===== config.mk =====
export PLATFORM = sky130hd
export DESIGN_NAME = base64_stream_encoder
export DESIGN_NICKNAME = d
export VERILOG_FILES = /design/src/rtl/b64enc_pkg.sv /design/src/rtl/b64enc_front.sv /design/src/rtl/b64enc_queue.sv /design/src/rtl/b64enc_back.sv /design/src/rtl/base64_stream_encoder.sv
export SDC_FILE = /design/constraint.sdc
export NUM_CORES = 1
export LEC_CHECK = 0
export ABC_AREA = 1
export BUFFER_PORTS_ARGS = -buffer_cell sky130_fd_sc_hd__buf_2
export CAP_MARGIN = 20
export CORE_ASPECT_RATIO = 0.8
export CORE_UTILIZATION = 60
export CTS_CLUSTER_DIAMETER = 50
export DETAILED_ROUTE_END_ITERATION = 10
export GPL_ROUTABILITY_DRIVEN = 1
export PLACE_DENSITY = 0.77
export SETUP_SLACK_MARGIN = 0.3
export SLEW_MARGIN = 20
export SYNTH_ARGS = -nofsm -noshare
export SYNTH_HDL_FRONTEND = slang
export SYNTH_SLANG_ARGS = --single-unit

===== constraint.sdc =====
create_clock -name aclk -period 9.96 [get_ports aclk]
set_input_delay 1.494 -clock aclk [delete_from_list [all_inputs] [get_ports aclk]]
set_output_delay 1.494 -clock aclk [all_outputs]
set_load 0.05 [all_outputs]

===== src/rtl/b64enc_pkg.sv =====
package b64enc_pkg;

    // Number of message bytes present in a three-byte group (1 to 3).
    typedef logic [1:0] nbytes_t;

    localparam nbytes_t NB_ONE   = 2'd1;
    localparam nbytes_t NB_TWO   = 2'd2;
    localparam nbytes_t NB_THREE = 2'd3;

    // Position of a character within the four emitted for a group.
    typedef logic [1:0] char_idx_t;

    localparam char_idx_t CHAR_FIRST  = 2'd0;
    localparam char_idx_t CHAR_SECOND = 2'd1;
    localparam char_idx_t CHAR_THIRD  = 2'd2;
    localparam char_idx_t CHAR_LAST   = 2'd3;

    // ASCII code of the padding character '='.
    localparam logic [7:0] PAD_CHAR = 8'h3D;

    // One group handed from the front end to the back end.
    typedef struct packed {
        logic [23:0] bits;
        nbytes_t     nbytes;
    } grp_t;

    // Maps a six-bit index onto the standard alphabet.
    function automatic logic [7:0] b64_char(input logic [5:0] v);
        logic [7:0] w;
        w = {2'b00, v};
        if (v < 6'd26) begin
            return w + 8'd65;
        end else if (v < 6'd52) begin
            return w + 8'd71;
        end else if (v < 6'd62) begin
            return w - 8'd4;
        end else if (v == 6'd62) begin
            return 8'h2B;
        end else begin
            return 8'h2F;
        end
    endfunction

endpackage


===== src/rtl/b64enc_front.sv =====
module b64enc_front (
    input  logic                 aclk,
    input  logic                 aresetn,
    input  logic                 s_tvalid,
    output logic                 s_tready,
    input  logic [7:0]           s_tdata,   // [7:0] data_byte
    input  logic                 s_tlast,   // end_of_message
    input  logic                 q_full,
    output logic                 q_push,
    output b64enc_pkg::grp_t     q_entry
);

    logic [15:0]         held_reg;
    logic [15:0]         held_next;
    logic [1:0]          count_reg;
    logic [1:0]          count_next;
    logic                accept;
    b64enc_pkg::grp_t    grp;

    // A byte is taken whenever the queue has room for a possible group.
    assign s_tready = !q_full;
    assign accept   = s_tvalid && s_tready;

    // Assemble the group that this byte completes or starts.
    always_comb begin
        case (count_reg)
            b64enc_pkg::NB_TWO: begin
                grp.bits   = {held_reg, s_tdata};
                grp.nbytes = b64enc_pkg::NB_THREE;
            end
            b64enc_pkg::NB_ONE: begin
                grp.bits   = {held_reg[7:0], s_tdata, 8'h00};
                grp.nbytes = b64enc_pkg::NB_TWO;
            end
            default: begin
                grp.bits   = {s_tdata, 16'h0000};
                grp.nbytes = b64enc_pkg::NB_ONE;
            end
        endcase
    end

    // A full group or the end of a message goes into the queue.
    assign q_push  = accept && (grp.nbytes == b64enc_pkg::NB_THREE || s_tlast);
    assign q_entry = grp;

    // Update the pending bytes.
    always_comb begin
        held_next  = held_reg;
        count_next = count_reg;
        if (q_push) begin
            held_next  = '0;
            count_next = '0;
        end else if (accept) begin
            held_next  = {held_reg[7:0], s_tdata};
            count_next = grp.nbytes;
        end
    end

    always_ff @(posedge aclk) begin
        if (!aresetn) begin
            held_reg  <= '0;
            count_reg <= '0;
        end else begin
            held_reg  <= held_next;
            count_reg <= count_next;
        end
    end

endmodule


===== src/rtl/b64enc_queue.sv =====
module b64enc_queue #(
    parameter int DEPTH = 2
) (
    input  logic                 aclk,
    input  logic                 aresetn,
    input  logic                 push,
    input  b64enc_pkg::grp_t     push_entry,
    output logic                 full,
    input  logic                 pop,
    output b64enc_pkg::grp_t     pop_entry,
    output logic                 empty
);

    localparam int PW = (DEPTH > 1) ? $clog2(DEPTH) : 1;
    localparam int CW = $clog2(DEPTH + 1);
    localparam logic [PW-1:0] PTR_LAST  = PW'(DEPTH - 1);
    localparam logic [CW-1:0] COUNT_MAX = CW'(DEPTH);

    b64enc_pkg::grp_t    mem [DEPTH];
    logic [PW-1:0]       wr_ptr_reg;
    logic [PW-1:0]       wr_ptr_next;
    logic [PW-1:0]       rd_ptr_reg;
    logic [PW-1:0]       rd_ptr_next;
    logic [CW-1:0]       count_reg;
    logic [CW-1:0]       count_next;

    assign full      = (count_reg == COUNT_MAX);
    assign empty     = (count_reg == '0);
    assign pop_entry = mem[rd_ptr_reg];

    // Pointer and fill-level update.
    always_comb begin
        wr_ptr_next = wr_ptr_reg;
        rd_ptr_next = rd_ptr_reg;
        count_next  = count_reg;
        if (push) begin
            wr_ptr_next = (wr_ptr_reg == PTR_LAST) ? '0 : wr_ptr_reg + 1'b1;
        end
        if (pop) begin
            rd_ptr_next = (rd_ptr_reg == PTR_LAST) ? '0 : rd_ptr_reg + 1'b1;
        end
        if (push && !pop) begin
            count_next = count_reg + 1'b1;
        end else if (pop && !push) begin
            count_next = count_reg - 1'b1;
        end
    end

    always_ff @(posedge aclk) begin
        if (!aresetn) begin
            wr_ptr_reg <= '0;
            rd_ptr_reg <= '0;
            count_reg  <= '0;
        end else begin
            wr_ptr_reg <= wr_ptr_next;
            rd_ptr_reg <= rd_ptr_next;
            count_reg  <= count_next;
        end
    end

    // Storage for the queued groups.
    always_ff @(posedge aclk) begin
        if (push) begin
            mem[wr_ptr_reg] <= push_entry;
        end
    end

endmodule


===== src/rtl/b64enc_back.sv =====
module b64enc_back (
    input  logic                 aclk,
    input  logic                 aresetn,
    input  logic                 q_empty,
    input  b64enc_pkg::grp_t     q_entry,
    output logic                 q_pop,
    output logic                 m_tvalid,
    input  logic                 m_tready,
    output logic [7:0]           m_tdata,   // [7:0] out_char
    output logic                 m_tlast    // last_of_run
);

    logic                      busy_reg;
    logic                      busy_next;
    b64enc_pkg::char_idx_t     idx_reg;
    b64enc_pkg::char_idx_t     idx_next;
    b64enc_pkg::grp_t          grp_reg;
    logic                      valid_reg;
    logic                      valid_next;
    logic [7:0]                data_reg;
    logic [7:0]                data_next;
    logic                      last_reg;
    logic                      last_next;
    logic                      adv;
    logic                      load;
    logic [5:0]                sextet;
    logic                      pad;

    // The output register is free when empty or being taken this cycle.
    assign adv  = busy_reg && (!valid_reg || m_tready);
    assign load = !q_empty && (!busy_reg || (adv && idx_reg == b64enc_pkg::CHAR_LAST));
    assign q_pop = load;

    // Pick the six bits for the current character, most significant first.
    always_comb begin
        case (idx_reg)
            b64enc_pkg::CHAR_FIRST:  sextet = grp_reg.bits[23:18];
            b64enc_pkg::CHAR_SECOND: sextet = grp_reg.bits[17:12];
            b64enc_pkg::CHAR_THIRD:  sextet = grp_reg.bits[11:6];
            default:                 sextet = grp_reg.bits[5:0];
        endcase
    end

    // Short groups end in one or two padding characters.
    assign pad = (idx_reg == b64enc_pkg::CHAR_THIRD && grp_reg.nbytes == b64enc_pkg::NB_ONE)
              || (idx_reg == b64enc_pkg::CHAR_LAST && grp_reg.nbytes != b64enc_pkg::NB_THREE);

    // Character sequencing and output register.
    always_comb begin
        busy_next  = busy_reg;
        idx_next   = idx_reg;
        valid_next = valid_reg;
        data_next  = data_reg;
        last_next  = last_reg;
        if (adv) begin
            valid_next = 1'b1;
            data_next  = pad ? b64enc_pkg::PAD_CHAR : b64enc_pkg::b64_char(sextet);
            last_next  = (idx_reg == b64enc_pkg::CHAR_LAST);
            idx_next   = idx_reg + 1'b1;
            if (idx_reg == b64enc_pkg::CHAR_LAST) begin
                busy_next = 1'b0;
            end
        end else if (m_tready) begin
            valid_next = 1'b0;
        end
        if (load) begin
            busy_next = 1'b1;
            idx_next  = b64enc_pkg::CHAR_FIRST;
        end
    end

    always_ff @(posedge aclk) begin
        if (!aresetn) begin
            busy_reg  <= 1'b0;
            idx_reg   <= b64enc_pkg::CHAR_FIRST;
            valid_reg <= 1'b0;
        end else begin
            busy_reg  <= busy_next;
            idx_reg   <= idx_next;
            valid_reg <= valid_next;
        end
    end

    always_ff @(posedge aclk) begin
        data_reg <= data_next;
        last_reg <= last_next;
        if (load) begin
            grp_reg <= q_entry;
        end
    end

    assign m_tvalid = valid_reg;
    assign m_tdata  = data_reg;
    assign m_tlast  = last_reg;

endmodule


===== src/rtl/base64_stream_encoder.sv =====
// Channel   Direction  Payload
// s_        in         tdata[7:0] data_byte, tlast end_of_message
// m_        out        tdata[7:0] out_char,  tlast last_of_run
//
// A byte is taken in every cycle while the group queue has room; a byte that
// completes a group or ends a message queues that group.
// Each group leaves as four characters, one per cycle while the sink accepts
// them, so the character sequencer sets the sustained rate.
// The first character of a group passes the queue, the group register and the output register.
// Reset (aresetn low at a clock edge) clears the pending bytes and the queue.
// Either side may stall without loss; the queue and output register absorb it.
module base64_stream_encoder #(
    parameter int QUEUE_DEPTH = 2
) (
    input  logic        aclk,
    input  logic        aresetn,
    input  logic        s_tvalid,
    output logic        s_tready,
    input  logic [7:0]  s_tdata,   // [7:0] data_byte
    input  logic        s_tlast,   // end_of_message
    output logic        m_tvalid,
    input  logic        m_tready,
    output logic [7:0]  m_tdata,   // [7:0] out_char
    output logic        m_tlast    // last_of_run
);

    logic                q_full;
    logic                q_empty;
    logic                q_push;
    logic                q_pop;
    b64enc_pkg::grp_t    push_entry;
    b64enc_pkg::grp_t    pop_entry;

    // Front end: gathers bytes into groups.
    b64enc_front u_front (
        .aclk     (aclk),
        .aresetn  (aresetn),
        .s_tvalid (s_tvalid),
        .s_tready (s_tready),
        .s_tdata  (s_tdata),
        .s_tlast  (s_tlast),
        .q_full   (q_full),
        .q_push   (q_push),
        .q_entry  (push_entry)
    );

    // Queue of groups waiting for the character sequencer.
    b64enc_queue #(
        .DEPTH (QUEUE_DEPTH)
    ) u_queue (
        .aclk       (aclk),
        .aresetn    (aresetn),
        .push       (q_push),
        .push_entry (push_entry),
        .full       (q_full),
        .pop        (q_pop),
        .pop_entry  (pop_entry),
        .empty      (q_empty)
    );

    // Back end: emits four characters per group.
    b64enc_back u_back (
        .aclk     (aclk),
        .aresetn  (aresetn),
        .q_empty  (q_empty),
        .q_entry  (pop_entry),
        .q_pop    (q_pop),
        .m_tvalid (m_tvalid),
        .m_tready (m_tready),
        .m_tdata  (m_tdata),
        .m_tlast  (m_tlast)
    );

endmodule


## Yosys cells after proc, flatten, opt, wreduce, memory -nomap -nowiden

Memory sizes are Yosys's and may differ from the RTL's. A register that Yosys moved wholly into a read port is not among the register bits.
Index checks and enable logic that the tools add are counted.

- Bits in registers: 35
- Bits of input ports: 13
- Memories: 1
- Memory bits (writable): 52
- Output and inout port bits: 11
- Word-level logic and storage cells: 78

- Magnitude comparators: 3
- Eq/ne operators: 10
- Bitwise operators: 1
- Mux-type cells: 17
- Reductions and logical operators: 28
- Add/subtract/negate cells: 8

Memories:

| name | depth | bits a word | read ports | clocked after Yosys merged registers in | write ports | RTL line | source |
|---|---|---|---|---|---|---|---|
| u_queue.mem | 2 | 26 | 1 | 1 | 1 | b64enc_queue.sv:19 | `b64enc_pkg::grp_t mem [DEPTH];` |

Operators by type and width:

| operator | number |
|---|---|
| $pmux W26 S2 | 1 |
| $mux W8 | 3 |
| $pmux W6 S3 | 1 |
| $add A6 B7 Y8 const B | 2 |
| $lt A6 B6 Y1 const B | 2 |
| $eq A2 B2 Y1 const B | 5 |
| $logic_and A1 B1 Y1 | 9 |
| $mux W1 | 9 |
| $reduce_bool A2 Y1 | 4 |
| $sub A6 B3 Y7 const B | 1 |
| $eq A2 B1 Y1 const B | 3 |
| $eq A6 B6 Y1 const B | 1 |
| $logic_not A1 Y1 | 6 |
| $lt A6 B5 Y1 const B | 1 |
| $add A2 B1 Y2 const B | 2 |
| $logic_not A2 Y1 | 2 |
| $logic_or A1 B1 Y1 | 4 |
| $mux W2 | 2 |
| $reduce_or A2 Y1 | 2 |
| $mux W3 | 1 |
| $add A1 B1 Y1 const B | 2 |
| $ne A2 B2 Y1 const B | 1 |
| $reduce_and A2 Y1 | 1 |
| $sub A2 B1 Y2 const B | 1 |
| $not A1 Y1 | 1 |

## Depth between registers and ports, before layout

Gate-level depths: netlist (run 1).

- Depth after elaboration: 9
- Depth in mapped cells: 13
- Mapped depth without buffers: 13

## Cells and area by module

A second synthesis (run 1) with hierarchy kept.

- Cell total of the unflattened synthesis: 497
- Area, all modules: 5295.1 um2

Modules (own cells, without submodules):

| module | times used | area an instance (um2) | sequential area each (um2) | cells an instance |
|---|---|---|---|---|
| b64enc_queue | 1 | 2208.4 | 1661.6 | 116 |
| b64enc_back | 1 | 1836.8 | 1131.1 | 172 |
| b64enc_front | 1 | 1249.9 | 360.3 | 209 |

## Worst setup path after synthesis (run 1)

No wires, ideal clock.

- Path type: input-to-reg
- From: input port m_tready
- To: register u_queue.count_reg[1]
- Setup slack: 5797 ps
- Library setup time: 122 ps
- Path buffers: 0
- Data required time: 9838 ps
- Stages: 10
- Arrival time: 4041 ps
- Path through: inv_1 -> nand2_1 -> a21oi_1 -> a21oi_1 -> inv_1 -> ha_1 -> a21oi_1 -> o21ai_0 -> o21ai_0 -> a21oi_1

- Cells in the longest elaborated chain, start to end: 8
- Elaborated cells on any way between the ends: 10
- Those cells by class: mux: 1; reduce/logical: 9

Ends and longest elaborated chain:

| item | RTL line | source |
|---|---|---|
| from (decl) | base64_stream_encoder.sv:22 | `input logic m_tready,` |
| $logic_or A1 B1 Y1 (*) | b64enc_back.sv:30 | `assign adv = busy_reg && (!valid_reg \|\| m_tready);` |
| $logic_and A1 B1 Y1 (*) | b64enc_back.sv:30 |  |
| $logic_and A1 B1 Y1 (*) | b64enc_back.sv:31 | `assign load = !q_empty && (!busy_reg \|\| (adv && idx_reg == b64enc_pkg::CHAR_LAST));` |
| $logic_or A1 B1 Y1 (*) | b64enc_back.sv:31 |  |
| $logic_and A1 B1 Y1 (*) | b64enc_back.sv:31 |  |
| via q_pop | base64_stream_encoder.sv:30 | `logic q_pop;` |
| $logic_not A1 Y1 | b64enc_queue.sv:42 | `if (push && !pop) begin` |
| $logic_and A1 B1 Y1 | b64enc_queue.sv:42 |  |
| $mux W2 / $reduce_bool A2 Y1 (equally long branches) | - |  |
| to (signal assigned) | b64enc_queue.sv:57 | `count_reg <= count_next;` |
| to (decl) | b64enc_queue.sv:24 | `logic [CW-1:0] count_reg;` |

The timed path passes the listed nets; every way through them passes the cells marked *.
A chain may end at the register's enable or synchronous reset.

## Worst setup path after layout (run 1)

- From: register u_queue.count_reg[0]
- To: output port s_tready

- Cells in the longest elaborated chain, start to end: 2

Ends and longest elaborated chain:

| item | RTL line | source |
|---|---|---|
| $eq A2 B2 Y1 | b64enc_queue.sv:27 | `assign full = (count_reg == COUNT_MAX);` |
| $logic_not A1 Y1 | b64enc_front.sv:21 | `assign s_tready = !q_full;` |
| to (decl) | base64_stream_encoder.sv:18 | `output logic s_tready,` |

No other way between the ends.

==> impl_metrics.ini, run 1 <==
[sta]
period_needed_ns = 3.359
setup_viol = 0
period_share_pct = 33.73
tightest_slew_ns = 0.7614
grt_setup_unrepaired = false
drv_slew = 0
tns_ns = 0
timing.slew.headroom_pct = 49.18
hold_violations = 0
max_freq_mhz = 297.7
fin_skew_ns = 0.007635
hold-worst-slack_ns = 0.4676

[routing]
drtIter0Drc = 274
drt-pass1-iter-count = 5
postRouteAntennaNets = 0
vias = 3559
drt-wirelength-per-cell_um = 14.67
vias_per_cell = 5.467
drcViolationCount = 0
drt_wl_total_um = 9549

[worst_setup_path]
crit_chain = inv_1, nand2_1, buf_2
end_kind = output port
cp-start-kind = register
slowest_delay_ns = 0.53
critPathTopFamily = simple AND/OR/NAND/NOR gates
path_max_fanout = 20
critPathKind = reg -> out
cp.buffers_inverters = 2
worstPathRequired_ns = 8.47
slowest_stage = nand2_1
arrival_ns = 1.87

[cells_and_area]
fin_nets = 552
utilization_pct = 72.02
syn_to_final_growth_pct = 15.54
drive_gt1_share_pct = 16.57
fill_cells = 571
num_antenna_cells = 0
final_cells = 651
largest_register_ffs = 52

[grt]
grt_max_degree = 31
track_usage_pct = 24.54
grt_first_pass_wirelength_um = 16190
grt_pass1_vias = 3441
antenna_found_initial = 0
grt-ovfl-total = 0

[synth]
synth_seq_cells = 113
syn_area_sq_mm = 0.004976
ys_seq_area_share_pct = 62.96
ys_types = 32
avgSynthCellArea_sq_um = 9.912
yosysWarnings = 0
syn-num-nets = 524
syn-instance-count = 502

[die]
num_rows = 29
die_h_um = 83.46
start_util_pct = 62.34
coreArea_sq_mm = 0.007983
die_area_sq_mm = 0.008664
dieWidth_um = 103.8
io_pins = 24

[power_and_ir_drop]
power_leakage_nw = 2.267
power_mw = 1.846
ir_worst_vdd_mv = 0.1963
power_density_mw_per_mm2 = 321.1

[clock_network]
cts_max_path_buffers = 2
cts_sinks = 113
clk_pin_slew_worst_paths_ns = 0.06
cts_resized = 0
cts_buffers = 17
cts_tree = built
root_buffer = clkbuf_8
post_cts_buffers = 0
worst_skew_pair.late_latency_ns = 0.51
ctsHoldBuffers = 0
cts_max_level = 4

[place]
hpwl_um = 6307
dp.cells = 619
gp_congestion = 0.8900
io_buffers = 23

[status]
outcome = finished clean

[job]
cap_violations = 0

[hold_path]
hold_class = reg -> reg
routing by layer:
layer  vias to the layer above  part of all wire, %  GRT usage [%]
met3                        18                  6.7          6.870
met2                       130                   49          40.12
met5                         -                    0              0
met4                         0                  1.7          10.00
met1                      1670                   43          31.08
li1                       1741                    -              -
synthesized netlist by cell type:
master / instances / area, sq um
ha_1: 9 / 112.6
nand3_1: 32 / 160.2
o21ai_0: 12 / 60.06
buf_1: 1 / 3.750
a22oi_1: 1 / 7.510
or2_1: 1 / 6.260
or2_2: 1 / 6.260
nor2_2: 9 / 56.30
conb_1: 1 / 3.750
buf_12: 1 / 20.02
nor3_1: 1 / 5.000
inv_2: 1 / 3.750
clkbuf_1: 11 / 41.29
buf_2: 5 / 25.02
o21ai_1: 1 / 5.000
nor2_4: 3 / 33.78
nand3b_1: 1 / 7.510
nand2_2: 7 / 43.79
nand4_1: 1 / 6.260
a21oi_2: 1 / 8.760
edfxtp_1: 87 / 2613
o21bai_4: 3 / 56.30
nor2_1: 34 / 127.6
o21bai_1: 1 / 7.510
o21ai_2: 2 / 17.52
clkinv_1: 2 / 7.510
dfxtp_1: 26 / 520.5
inv_1: 19 / 71.32
nand2_4: 2 / 22.52
xor2_1: 2 / 17.52
a21oi_1: 46 / 230.2
nand2_1: 178 / 668.1
final cells by class:
type	count	area (sq um)	area share [%]
clock buffers	17	414.1	7.203
multi-input cells	349	1679	29.21
flip-flops and latches	113	3133	54.49
inverters	22	82.58	1.436
repair buffers	27	145.1	2.524
clock inverters	15	160.2	2.786
well taps	108	135.1	2.350
cells in the final DEF (no fill, tap or decap), drive strengths merged, types with 2 or more instances in the layout:
cell type | Yosys | final
a21oi | 47 | 47
buf | 7 | 27
bufinv | 0 | 2
clkbuf | 11 | 17
clkinv | 2 | 8
clkinvlp | 0 | 3
dfxtp | 26 | 26
edfxtp | 87 | 87
ha | 9 | 9
inv | 20 | 24
nand2 | 187 | 187
nand3 | 32 | 32
nor2 | 46 | 46
o21ai | 15 | 15
o21bai | 4 | 4
or2 | 2 | 2
xor2 | 2 | 2
kinds of logic (layout without fill, tap and decap cells):
family	count (synthesis)	in the layout	synth area share [%]
buffers and inverters	40	81	3.470
AOI/OAI and AO/OA	67	67	7.895
xor gates and xnor gates	2	2	0.3521
other	1	1	0.07536
and+or+nand+nor	270	270	22.98
DFF	113	113	62.96
adders and majority gates	9	9	2.263
tightest hold or removal path: stages, from the launching register on:
cell and delay (ns):
dfxtp_1 0.31, nand2_1 0.06, a21oi_1 0.05
report_power, final:
| part | internal [mW] | leakage [nW] | switching, mW |
|---|---|---|---|
| combinational | 0.160 | 0.967 | 0.417 |
| clock | 0.358 | 0.274 | 0.219 |
| sequential | 0.659 | 1.03 | 0.0332 |
| total | 1.18 | 2.27 | 0.669 |
final timing paths:
kind | end | start | cells past startpoint | slack (ns)
setup / recovery | s_tready | u_queue.count_reg[0] | 3 | 6.60
hold / removal | u_front.held_reg[8] | u_front.held_reg[8] | 2 | 0.47
setup reg to reg | u_queue.mem[1][3] | u_queue.count_reg[0] | 7 | 7.43
hold reg to reg | u_front.held_reg[8] | u_front.held_reg[8] | 2 | 0.47
per-stage QoR:
| stage | setup slack (ns) | instance area, sq um |
|---|---|---|
| after floorplan | 5.797 | 4976 |
| final | 6.601 | 5749 |
| after CTS | 6.587 | 5749 |
| after global routing | 6.497 | 5749 |
| after global placement | 6.747 | 5175 |
| after detailed placement | 6.698 | 5175 |
(Power assumes the default switching activity.)
==> inputs of run 2 (changes only) <==
==> constraint.sdc (replaced) <==
create_clock -name aclk -period 3.39 [get_ports aclk]
set_input_delay 0.5085 -clock aclk [delete_from_list [all_inputs] [get_ports aclk]]
set_output_delay 0.5085 -clock aclk [all_outputs]
set_load 0.05 [all_outputs]
==> run 2 against run 1 <==
Compared with the run above:
- non-clock buffer count increased by 2
- global-route usage increased by 2.1 points
- setup slack got worse by 5.4 ns
- cell count increased by 0.15%
- via count increased by 3.1%
- largest cell class unchanged
- register-to-register slack got worse by 6.3 ns
- critical endpoint is now u_back.m_tdata[4]
- largest power group unchanged
==> impl_metrics.ini, run 2 (same netlist as run 1, synthesis figures left out) <==
[hold_path]
min_from = s_tdata[4]
worstHoldEndpoint = u_front.held_reg[4]
hold_class = in -> reg
whs_path_depth = 3

[power_and_ir_drop]
ir_worst_vdd_mv = 0.5603
power_density_mw_per_mm2 = 971.6
power_leakage_nw = 2.293
power_mw = 5.637

[clock_network]
root_buffer = clkbuf_8
clk_pin_slew_worst_paths_ns = 0.06
cts_resized = 0
cts_max_level = 4
ctsHoldBuffers = 0
cts_sinks = 113
worst_skew_pair.late_latency_ns = 0.52
cts_max_path_buffers = 2
cts_buffers = 17
post_cts_buffers = 0
cts_tree = built

[cells_and_area]
fill_cells = 538
stdcell_area_sq_mm = 0.005802
drive_gt1_share_pct = 15.99
final_common_cell = nand2_1
regArea_sq_mm = 0.003133
largest_register_ffs = 52
syn_to_final_growth_pct = 16.60
final_cell_mix = nand2_1 (178), edfxtp_1 (87), a21oi_1 (45)
multi_input_area_sq_mm = 0.001679
num_antenna_cells = 0
fin_nets = 554

[grt]
grt_max_degree = 30
grt_pass1_vias = 3399
grt-ovfl-total = 0
grt_first_pass_wirelength_um = 17150
antenna_found_initial = 0
track_usage_pct = 26.59

[sta]
period_share_pct = 65.88
fin_skew_ns = 0.01065
grt_setup_unrepaired = false
setup_viol = 0
drv_slew = 0
max_freq_mhz = 447.8
timing.slew.headroom_pct = 46.93
tns_ns = 0
tightest_slew_ns = 0.7912
period_needed_ns = 2.233
fin_ws_ns = 1.157
hold_violations = 0

[job]
cap_violations = 0

[routing]
drcViolationCount = 0
vias = 3668
drt_wl_total_um = 10660
postRouteAntennaNets = 0
drtIter0Drc = 255
drt-wirelength-per-cell_um = 16.35
vias_per_cell = 5.626
drt-pass1-iter-count = 5

[die]
start_util_pct = 62.34
dieWidth_um = 103.8
die_h_um = 83.46
io_pins = 24
num_rows = 29
coreArea_sq_mm = 0.007983
die_area_sq_mm = 0.008664

[worst_setup_path]
startpoint = u_back.idx_reg[0]
end_kind = register
r2r-end = u_back.m_tdata[4]
critPathKind = reg -> reg
r2r_slack_ns = 1.16
cp-start-kind = register
reg2regPathDepth = 12
rr_startpoint = u_back.idx_reg[0]
path_max_fanout = 13
arrival_ns = 2.50
worstPathRequired_ns = 3.66

[place]
place_ws_ns = 1.060
place_area_sq_mm = 0.005190
hpwl_um = 6704
io_buffers = 23
gp_congestion = 0.8940

[status]
outcome = finished clean
-- run 2: changes by cell type in the layout (fill, tap and decap cells not counted), sizes merged --
cell | before | now
buf | 27 | 29
inv | 24 | 20
clkinv | 8 | 7
bufinv | 2 | 5
clkbuf | 17 | 19
clkinvlp | 3 | 2
-- run 2: worst max-delay path by stage --
stage | slack [ns] | to | cells after the start
final | 1.16 | u_back.m_tdata[4] | 12
after global routing | 0.93 | u_back.m_tdata[4] | 12
after CTS | 1.17 | u_back.m_tdata[4] | 12
after detailed placement | 1.06 | u_queue.mem[0][2] | 6
after global placement | 1.12 | u_queue.mem[0][2] | 6
after floorplan | 0.82 | u_queue.mem[1][0] | 5
-- run 2: report_power, final --
group	switching [mW]	total, mW	internal (mW)
combinational	1.25	1.73	0.478
sequential	0.117	2.06	1.94
clock	0.600	1.85	1.25
-- run 2: cell type report --
| type | count | share of cell area [%] |
|---|---|---|
| inverter | 22 | 1.423 |
| clock inverter | 12 | 3.278 |
| multi-input combinational | 349 | 28.94 |
| tap | 108 | 2.329 |
| clock buffer | 19 | 7.268 |
| sequential | 113 | 54.00 |
| timing repair buffer | 29 | 2.760 |
-- run 2: per-stage QoR --
step	hold WS, ns	util (%)	std cells
final	0.2937	72.68	652
after global routing	0.2829	72.68	652
after CTS	0.2710	72.68	652
after detailed placement	0.4561	65.02	621
after global placement	0.4513	65.02	621
after floorplan	0.4412	-	502
-- run 2: routing by layer --
metal	share of wire (%)	wire (um)	global-route usage, %
met5	0	0	0
met4	3.0	323	12.60
met3	5.5	591	6.948
met2	48	5089	42.30
met1	44	4653	34.33
-- run 2: worst max-delay path, stage by stage, from the launching register on --
cell and delay [ns]:
dfxtp_1 0.34, ha_1 0.25, inv_2 0.29, nand2_1 0.12, o21bai_1 0.31, ha_1 0.23, nand2_1 0.10, nand2_1 0.08
nand2_1 0.04, nand3_1 0.07, nand2_1 0.05, nand2_1 0.05, nand2_1 0.05
==> inputs of run 3 (changes only) <==
==> constraint.sdc (replaced) <==
create_clock -name aclk -period 2.2 [get_ports aclk]
set_input_delay 0.33 -clock aclk [delete_from_list [all_inputs] [get_ports aclk]]
set_output_delay 0.33 -clock aclk [all_outputs]
set_load 0.05 [all_outputs]
==> run 3 against run 2 <==
Compared with the run above:
- maximum frequency up 12%
- critical path depth up 1
- final area up 4.7%
- combinational power up 80%
- sequential power up 58%
- setup slack worse by 0.95 ns
- worst hold slack worse by 0.18 ns
- cell count up 1.8%
- critical endpoint unchanged
- clock power up 44%
- core utilization up 3.4 points
- sequential share of layout area down 2.3 points
- highest routed layer unchanged
- largest power group unchanged
- non-clock buffer count up 11
==> impl_metrics.ini, run 3 (same netlist as run 1, synthesis figures left out) <==
[worst_setup_path]
crit_chain = inv_4, ha_4, nand2_1, nand2_2, o21bai_4, ha_2, nand2_1, nand2_1, nand2_1, nand3_1, nand2_1, nand2_1, nand2_1
slowest_delay_ns = 0.40
cp-start-kind = register
slowest_stage = dfxtp_4
critPathTopFamily = simple AND/OR/NAND/NOR gates
startpoint = u_back.idx_reg[0]
critPathKind = reg -> reg
critical_path_depth = 13
crit_end = u_back.m_tdata[4]
cpMostUsedCell = nand2_1
r2r-end = u_back.m_tdata[4]
cp.buffers_inverters = 1
end_kind = register
rr_startpoint = u_back.idx_reg[0]
path_max_fanout = 7
r2r_slack_ns = 0.20
arrival_ns = 2.27
worstPathRequired_ns = 2.47
reg2regPathDepth = 13

[clock_network]
cts_tree = built
cts_max_path_buffers = 2
cts_buffers = 17
clk_pin_slew_worst_paths_ns = 0.06
worst_skew_pair.late_latency_ns = 0.51
cts_sinks = 113
cts_max_level = 4
root_buffer = clkbuf_8

[die]
coreArea_sq_mm = 0.007983
die_area_sq_mm = 0.008664
io_pins = 24
num_rows = 29
start_util_pct = 62.34
die_h_um = 83.46
dieWidth_um = 103.8

[power_and_ir_drop]
power_density_mw_per_mm2 = 1487
power_leakage_nw = 2.353
internal_power_mw = 5.683
switching_share_pct = 37.07
seqPwrFrac_pct = 36.1
clockPowerShare_pct = 29.6
pwr-share-comb_pct = 34.4
ir_worst_vdd_mv = 0.9251
p_switching_mw = 3.348

[sta]
tns_ns = 0
max_freq_mhz = 501.2
grt_setup_unrepaired = true
setup_viol = 0
drv_slew = 0
period_share_pct = 90.68
hold_violations = 0
fin_ws_ns = 0.2050
period_needed_ns = 1.995
tightest_slew_ns = 0.5728
fin_skew_ns = 0.008077
timing.slew.headroom_pct = 61.76

[cells_and_area]
drive_gt1_share_pct = 23.92
syn_to_final_growth_pct = 22.03
fin_nets = 565
largest_register_ffs = 52
final_cell_mix = nand2_1 (171), edfxtp_1 (87), a21oi_1 (43)
final_common_cell = nand2_1
num_antenna_cells = 0

[place]
place_ws_ns = 0.1116
gp_congestion = 0.8758
io_buffers = 23
hpwl_um = 6534

[grt]
grt_pass1_vias = 3708
grt-ovfl-total = 0
track_usage_pct = 26.58
antenna_found_initial = 0
grt_max_degree = 30
grt_first_pass_wirelength_um = 17600

[routing]
drtIter0Drc = 315
vias = 3772
vias_per_cell = 5.681
drt-pass1-iter-count = 5
drt_wl_total_um = 11370
drcViolationCount = 0
postRouteAntennaNets = 0
drt-wirelength-per-cell_um = 17.13

[hold_path]
hold_class = in -> reg

[status]
outcome = finished clean

[job]
cap_violations = 0
==> run 3: cell types whose count changed in the layout (fill, tap and decap cells not counted), moves of 4 or more <==
cell        delta
buf_4          +9
clkinvlp_4     +4
ha_1           -8
ha_4           +5
nand2_1        -7
nand2_2        +7
nor2_1         -4
nor2_4         +5
==> run 3: worst min path at each step <==
stage | from | slack [ns] | depth (start not counted) | to
after CTS | s_tdata[2] | 0.1 | 3 | u_front.held_reg[2]
final | s_tdata[5] | 0.11 | 3 | u_front.held_reg[5]
after global routing | s_tdata[1] | 0.10 | 3 | u_front.held_reg[1]
after detailed placement | u_front.held_reg[14] | 0.46 | 2 | u_front.held_reg[14]
after floorplan | u_front.held_reg[8] | 0.44 | 2 | u_front.held_reg[8]
after global placement | u_front.held_reg[15] | 0.45 | 2 | u_front.held_reg[15]
==> run 3: final cells by class <==
cell class | count | area (sq um)
Multi-Input combinational cell | 349 | 1838
Fill cell | 477 | 1911
Sequential cell | 113 | 3142
Clock buffer | 17 | 414.1
Inverter | 22 | 96.34
Clock inverter | 15 | 168.9
Tap cell | 108 | 135.1
Timing Repair Buffer | 40 | 277.8
==> run 3: what timing repair did <==
action	in CTS	in global routing
setup buffers	2	3
hold buffers	0	0
pin swaps	1	3
resized for setup	13	36
setup endpoints to repair	7	14
==> run 3: metrics by stage <==
| stage | area [sq um] | hold slack, ns | utilization [%] | std cells | total power, mW |
|---|---|---|---|---|---|
| after global routing | 6072 | 0.1019 | 76.07 | 664 | 9.458 |
| final | 6072 | 0.1115 | 76.07 | 664 | 9.031 |
| after detailed placement | 5284 | 0.4565 | 66.19 | 627 | 5.892 |
| after global placement | 5284 | 0.4474 | 66.19 | 627 | 5.805 |
| after floorplan | 5009 | 0.4412 | - | 502 | 5.187 |
| after CTS | 5914 | 0.09534 | 74.09 | 661 | 8.667 |
==> run 3: worst register-to-register path: stages, from the launching register on <==
cell,delay (ns)
dfxtp_4,0.40
inv_4,0.08
ha_4,0.19
nand2_1,0.09
nand2_2,0.09
o21bai_4,0.19
ha_2,0.20
nand2_1,0.08
nand2_1,0.07
nand2_1,0.06
nand3_1,0.10
nand2_1,0.09
nand2_1,0.07
nand2_1,0.05
==> run 3: power by group through the flow <==
stage / combinational (mW) / clock, mW / sequential, mW
final: 3.11 / 2.67 / 3.26
after global routing: 3.37 / 2.80 / 3.29
after CTS: 2.78 / 2.68 / 3.22
after detailed placement: 2.65 / 0 / 3.24
after global placement: 2.57 / 0 / 3.24
after floorplan: 1.78 / 0 / 3.41
==> run 3: routing by layer <==
layer / global-route usage, % / wire, um / share of wire, %
met1: 33.58 / 4664 / 41
met2: 43.33 / 5615 / 49
met3: 6.557 / 800 / 7.0
met4: 12.73 / 290 / 2.6
met5: 0 / 0 / 0
